$ cat config.mk
export PLATFORM = sky130hd
export DESIGN_NAME = tlca_ctrl
export DESIGN_NICKNAME = d
export VERILOG_FILES = /design/src/design/tlca_pkg.sv /design/src/design/tlca_ctrl.sv
export SDC_FILE = /design/constraint.sdc
export NUM_CORES = 1
export LEC_CHECK = 0
export BUFFER_PORTS_ARGS = -buffer_cell sky130_fd_sc_hd__buf_2
export CAP_MARGIN = 20
export CORE_MARGIN = 2
export CORE_UTILIZATION = 52
export CTS_BUF_LIST = sky130_fd_sc_hd__clkbuf_16
export DETAILED_ROUTE_END_ITERATION = 10
export PLACE_DENSITY = 0.82
export SETUP_SLACK_MARGIN = 0.05
export SLEW_MARGIN = 20
export SYNTH_ARGS = -nofsm -noshare
export SYNTH_HDL_FRONTEND = slang
export SYNTH_SLANG_ARGS = --single-unit
$ cat constraint.sdc
create_clock -name clk -period 2.8 [get_ports clk]
set_clock_uncertainty 0.05 [all_clocks]
set_input_delay 0.42 -clock clk [delete_from_list [all_inputs] [get_ports clk]]
set_output_delay 0.42 -clock clk [all_outputs]
set_load 0.005 [all_outputs]
$ cat src/design/tlca_pkg.sv
// Shared types and codes for the common-ancestor engine.
package tlca_pkg;

    localparam int ID_W   = 11;
    localparam int CMD_W  = 2;
    localparam int STEP_W = 5;

    localparam logic [CMD_W-1:0] CMD_LOAD  = 2'd0;
    localparam logic [CMD_W-1:0] CMD_BUILD = 2'd1;
    localparam logic [CMD_W-1:0] CMD_QUERY = 2'd2;

    // register byte address
    localparam logic [1:0] ADDR_NODE_COUNT = 2'd0;

    localparam logic [STEP_W-1:0] S_IDLE  = 5'd0;
    localparam logic [STEP_W-1:0] S_CLR   = 5'd1;
    localparam logic [STEP_W-1:0] S_INIT  = 5'd2;
    localparam logic [STEP_W-1:0] S_POP   = 5'd3;
    localparam logic [STEP_W-1:0] S_POPW  = 5'd4;
    localparam logic [STEP_W-1:0] S_POPD  = 5'd5;
    localparam logic [STEP_W-1:0] S_EDGE  = 5'd6;
    localparam logic [STEP_W-1:0] S_EW    = 5'd7;
    localparam logic [STEP_W-1:0] S_VIS   = 5'd8;
    localparam logic [STEP_W-1:0] S_FRD   = 5'd9;
    localparam logic [STEP_W-1:0] S_FK    = 5'd10;
    localparam logic [STEP_W-1:0] S_FWR   = 5'd11;
    localparam logic [STEP_W-1:0] S_DONE  = 5'd12;
    localparam logic [STEP_W-1:0] S_QDA   = 5'd13;
    localparam logic [STEP_W-1:0] S_QDB   = 5'd14;
    localparam logic [STEP_W-1:0] S_QCHK  = 5'd15;
    localparam logic [STEP_W-1:0] S_LIFT  = 5'd16;
    localparam logic [STEP_W-1:0] S_LIFTW = 5'd17;
    localparam logic [STEP_W-1:0] S_UP    = 5'd18;
    localparam logic [STEP_W-1:0] S_UPW   = 5'd19;
    localparam logic [STEP_W-1:0] S_UPC   = 5'd20;
    localparam logic [STEP_W-1:0] S_PAR   = 5'd21;
    localparam logic [STEP_W-1:0] S_PARW  = 5'd22;
    localparam logic [STEP_W-1:0] S_RES   = 5'd23;

    typedef struct packed {
        logic [CMD_W-1:0] cmd;
        logic [ID_W-1:0]  node_a;
        logic [ID_W-1:0]  node_b;
    } item_t;

    typedef struct packed {
        logic [ID_W-1:0] ancestor;
        logic            error;
    } result_t;

    typedef struct packed {
        logic [STEP_W-1:0] step;
    } ctl_t;

    typedef struct packed {
        logic q_empty;
        logic edge_end;
        logic match;
        logic last_node;
        logic last_level;
        logic no_fill;
        logic k_zero;
        logic lift_end;
        logic lift_bit;
        logic same_uv;
        logic lvl_zero;
        logic qry_err;
        logic out_free;
    } sts_t;

endpackage

$ cat src/design/tlca_ctrl.sv
// Sequencer for load, build and query.
module tlca_ctrl (
    input  logic                        clk,
    input  logic                        rst_n,
    input  logic                        item_valid,
    input  logic [tlca_pkg::CMD_W-1:0]  item_cmd,
    output logic                        item_stall,
    input  tlca_pkg::sts_t              sts,
    output tlca_pkg::ctl_t              ctl
);
    import tlca_pkg::*;

    logic [STEP_W-1:0] state_reg, state_next;
    logic [STEP_W-1:0] fill_next;

    assign item_stall = (state_reg != S_IDLE);
    assign ctl.step   = state_reg;
    assign fill_next  = (sts.last_node && sts.last_level) ? S_DONE : S_FRD;

    always_comb
    begin
        state_next = state_reg;
        unique case (state_reg)
            S_IDLE:
            begin
                if (item_valid)
                begin
                    case (item_cmd)
                        CMD_BUILD: state_next = S_CLR;
                        CMD_QUERY: state_next = S_QDA;
                        default:   state_next = S_IDLE;
                    endcase
                end
            end
            S_CLR:   state_next = sts.last_node ? S_INIT : S_CLR;
            S_INIT:  state_next = S_POP;
            S_POP:
            begin
                if (sts.q_empty)
                    state_next = sts.no_fill ? S_DONE : S_FRD;
                else
                    state_next = S_POPW;
            end
            S_POPW:  state_next = S_POPD;
            S_POPD:  state_next = S_EDGE;
            S_EDGE:  state_next = sts.edge_end ? S_POP : S_EW;
            S_EW:    state_next = sts.match ? S_VIS : S_EDGE;
            S_VIS:   state_next = S_EDGE;
            S_FRD:   state_next = S_FK;
            S_FK:    state_next = sts.k_zero ? fill_next : S_FWR;
            S_FWR:   state_next = fill_next;
            S_DONE:  state_next = S_IDLE;
            S_QDA:   state_next = S_QDB;
            S_QDB:   state_next = S_QCHK;
            S_QCHK:  state_next = sts.qry_err ? S_RES : S_LIFT;
            S_LIFT:
            begin
                if (sts.lift_end)
                    state_next = sts.same_uv ? S_RES : S_UP;
                else if (sts.lift_bit)
                    state_next = S_LIFTW;
                else
                    state_next = S_LIFT;
            end
            S_LIFTW: state_next = S_LIFT;
            S_UP:    state_next = S_UPW;
            S_UPW:   state_next = S_UPC;
            S_UPC:   state_next = sts.lvl_zero ? S_PAR : S_UP;
            S_PAR:   state_next = S_PARW;
            S_PARW:  state_next = S_RES;
            S_RES:   state_next = sts.out_free ? S_IDLE : S_RES;
            default: state_next = S_IDLE;
        endcase
    end

    always_ff @(posedge clk or negedge rst_n)
    begin
        if (!rst_n)
            state_reg <= S_IDLE;
        else
            state_reg <= state_next;
    end
endmodule

==> qor.csv <==
stage;metric;value;unit
clock_network;Setup Buffers After CTS;0;
synth;Unique masters post-synth;44;
sta;Min Hold Slack;0.497;ns
synth;register area share after synthesis;17.6;%
global_route;first-pass GRT wire length;2780;um
setup_path;worst r2r src;ctl[3];
sta;Fmax achieved;493;MHz
worst_hold_path;HP Class;input port to asynchronous set/reset pin;
die;Die Y-Extent;41;um
clock_network;CTS sink cnt;5;
synth;FFs w/ async S/R, synth;100;%
synth;leading post-synthesis cells by cell area;dfrtp_1, nand4b_1, buf_6;
clock_network;Clk Latency, worst-skew pair;0.23;ns
die;Starting Density;55.4;%
sta;Final setup viols;0;
clock_network;clock buffer depth;2;
power_and_ir_drop;Tot Pwr;885;uW
sta;RSZ-0062 raised after global routing;no;
cells_and_area;max reg flops;5;
setup_path;slowest stage cell, crit path;dfrtp_1;
global_route;number of global-route vias before repair;620;
power_and_ir_drop;share of total power in sequential cells;29.5;%
cells_and_area;Antenna Cells;0;
global_route;total gr overflow;0;
drt;via/cell ratio;6.31;
setup_path;critical path class;flop to primary output;
drt;Pre-Repair DR Iteration Count;4;
sta;fin. max-slew vios;0;
sta;period utilisation layout;72.4;%
drt;DRT iter0 DRCs;26;
power_and_ir_drop;pwr dens;1030;nW/um^2
die;core area;1280;um^2
setup_path;CP Capture Type;primary output;
synth;Mapped Area;712;um^2
clock_network;Clock Pin Slew Worst Setup and Hold Paths;0.03;ns
power_and_ir_drop;P_leak;0.369;nW
sta;Tmin final;2.03;ns
power_and_ir_drop;clock power share;25.9;%
placement;placed instance area;773;um^2
synth;top-count cell post-synth;nand2_1;
power_and_ir_drop;Pint;496;uW
power_and_ir_drop;Max IR drop VDD;0.470;mV
clock_network;TritonCTS Buffers;3;
drt;WL/cell;14.6;um
setup_path;Critical Path Fanout Max;26;
synth;Syn Inst Count;86;
cells_and_area;nets@finish;124;
cells_and_area;Fillers;119;
die;Die W;41;um
cells_and_area;share of cells above drive strength 1;29.8;%
cells_and_area;Finished Layout Cells;119;
synth;Commonest cells post-synth;nand2_1, dfrtp_1, buf_2, nand4b_1, o21ai_0;
placement;post-detail-place hpwl;1290;um
cells_and_area;Finished Core Util;67.1;%
power_and_ir_drop;Comb pwr share;44.6;%
placement;# port buffers;23;
sta;Setup Total Neg Slack;0;ns
synth;cell taking the most area after synthesis;dfrtp_1;
synth;area share of the largest cell type after synthesis;17.6;%
global_route;largest net degree at the start of global routing;27;
synth;Synthesized Nets;105;
placement;dpl cells;114;
synth;Yosys reg bits;5;
global_route;initial antenna violation count;0;
setup_path;r2r worst-path depth;4;
drt;Post-route DRC;0;
drt;DR vias;751;
setup_path;CP arrival;1.56;ns
placement;routability cong.;0.880;
power_and_ir_drop;Sw Ratio;43.9;%
setup_path;Critical Path RT;2.33;ns
cells_and_area;Post-Layout Inst Area;862;um^2
synth;Primary FF master, synth;dfrtp_1;
cells_and_area;P&R area growth vs syn;21.1;%
drt;post-route ant nets;0;
run;max-cap viol count;0;
setup_path;worst stage delay on the critical path;0.66;ns
clock_network;Post-CTS Hold Fix Bufs;1;
setup_path;CP cell instances;nor4_1 > nand2b_1 > buf_2;
sta;max_slew headroom;47.4;%
die;Rows;13;
setup_path;CP Capture Point;item_stall;
placement;pre-CTS setup slack;0.971;ns
sta;Final WS setup;0.772;ns
synth;EDFF count, synth;0;
synth;syn avg cell area;8.28;um^2
sta;Final Hold Viols;0;
synth;YS warnings;0;
setup_path;CP Launch Type;flop;
outcome;outcome;finished, final reports clean;
clock_network;Clk Tree Root Cell;clkbuf_16;
clock_network;CTS tree;built;
global_route;gr usage total;24.6;%
drt;aggregate routed wire length;1740;um
setup_path;CP startpoint;ctl[3];
clock_network;PostCTS Resize Cnt;0;
power_and_ir_drop;switching pwr;389;uW
sta;worst-margin pin slew;0.788;ns
setup_path;R2R Path End;ctl[2];
die;DIE AREA;1680;um^2
die;IO Count;24;
clock_network;CTS H-tree depth;1;
setup_path;Reg2Reg Setup Slack;0.95;ns
## per-layer routing
| layer | wire length, um | GRT usage [%] |
|---|---|---|
| met5 | 0 | 0 |
| met4 | 0 | 0 |
| met3 | 93 | 5.43 |
| met2 | 910 | 45.7 |
| met1 | 737 | 30.0 |
## cells by family after synthesis
group	after synthesis	share of synthesized area, %
simple gates	40	36.4
compound gates	26	31.3
buf+inv	13	11.8
fa+ha+maj	1	1.76
flops	5	17.6
xor+xnor	1	1.23
## power groups by stage
stage	sequential [mW]	clock, mW	combinational [mW]
floorplan	0.133	0	0.453
global placement	0.259	0	0.382
detailed placement	0.261	0	0.388
CTS	0.259	0.232	0.392
global route	0.281	0.238	0.438
finish	0.261	0.229	0.395
## worst min path at each step
stage	from	to	slack, ns	cells after the start
floorplan	rst_n	ctl[0]	0.07	0
global placement	rst_n	ctl[4]	0.18	1
detailed placement	rst_n	ctl[2]	0.19	1
CTS	rst_n	ctl[3]	0.50	2
global route	rst_n	ctl[0]	0.52	2
finish	rst_n	ctl[0]	0.50	2
## worst max-delay path: cells and delay by family, from the launching register on
kind / cells / cell delay, ns
flops: 1 / 0.66
buf+inv: 1 / 0.13
simple gates: 2 / 0.54
## final cells by class
type / instances / area, um^2 / share of cell area [%]
Clock buffer: 3 / 75.1 / 8.71
Clock inverter: 1 / 3.75 / 0.435
Inverter: 3 / 11.3 / 1.31
Multi-Input combinational cell: 68 / 503 / 58.3
Sequential cell: 5 / 125 / 14.5
Tap cell: 15 / 18.8 / 2.18
Timing Repair Buffer: 24 / 125 / 14.5
## cells in the final DEF (no fill, tap or decap), types with 3 or more instances in the layout
cell type / Yosys / layout
inv_1: 3 / 4
nor3_1: 3 / 3
dfrtp_1: 5 / 5
o21ai_0: 4 / 4
nand3b_1: 3 / 3
nand2b_1: 3 / 3
buf_2: 4 / 23
nor2_1: 3 / 3
nand2_1: 7 / 7
clkbuf_16: 0 / 3
nand4b_1: 4 / 4
Power figures use the tool's default switching activity.
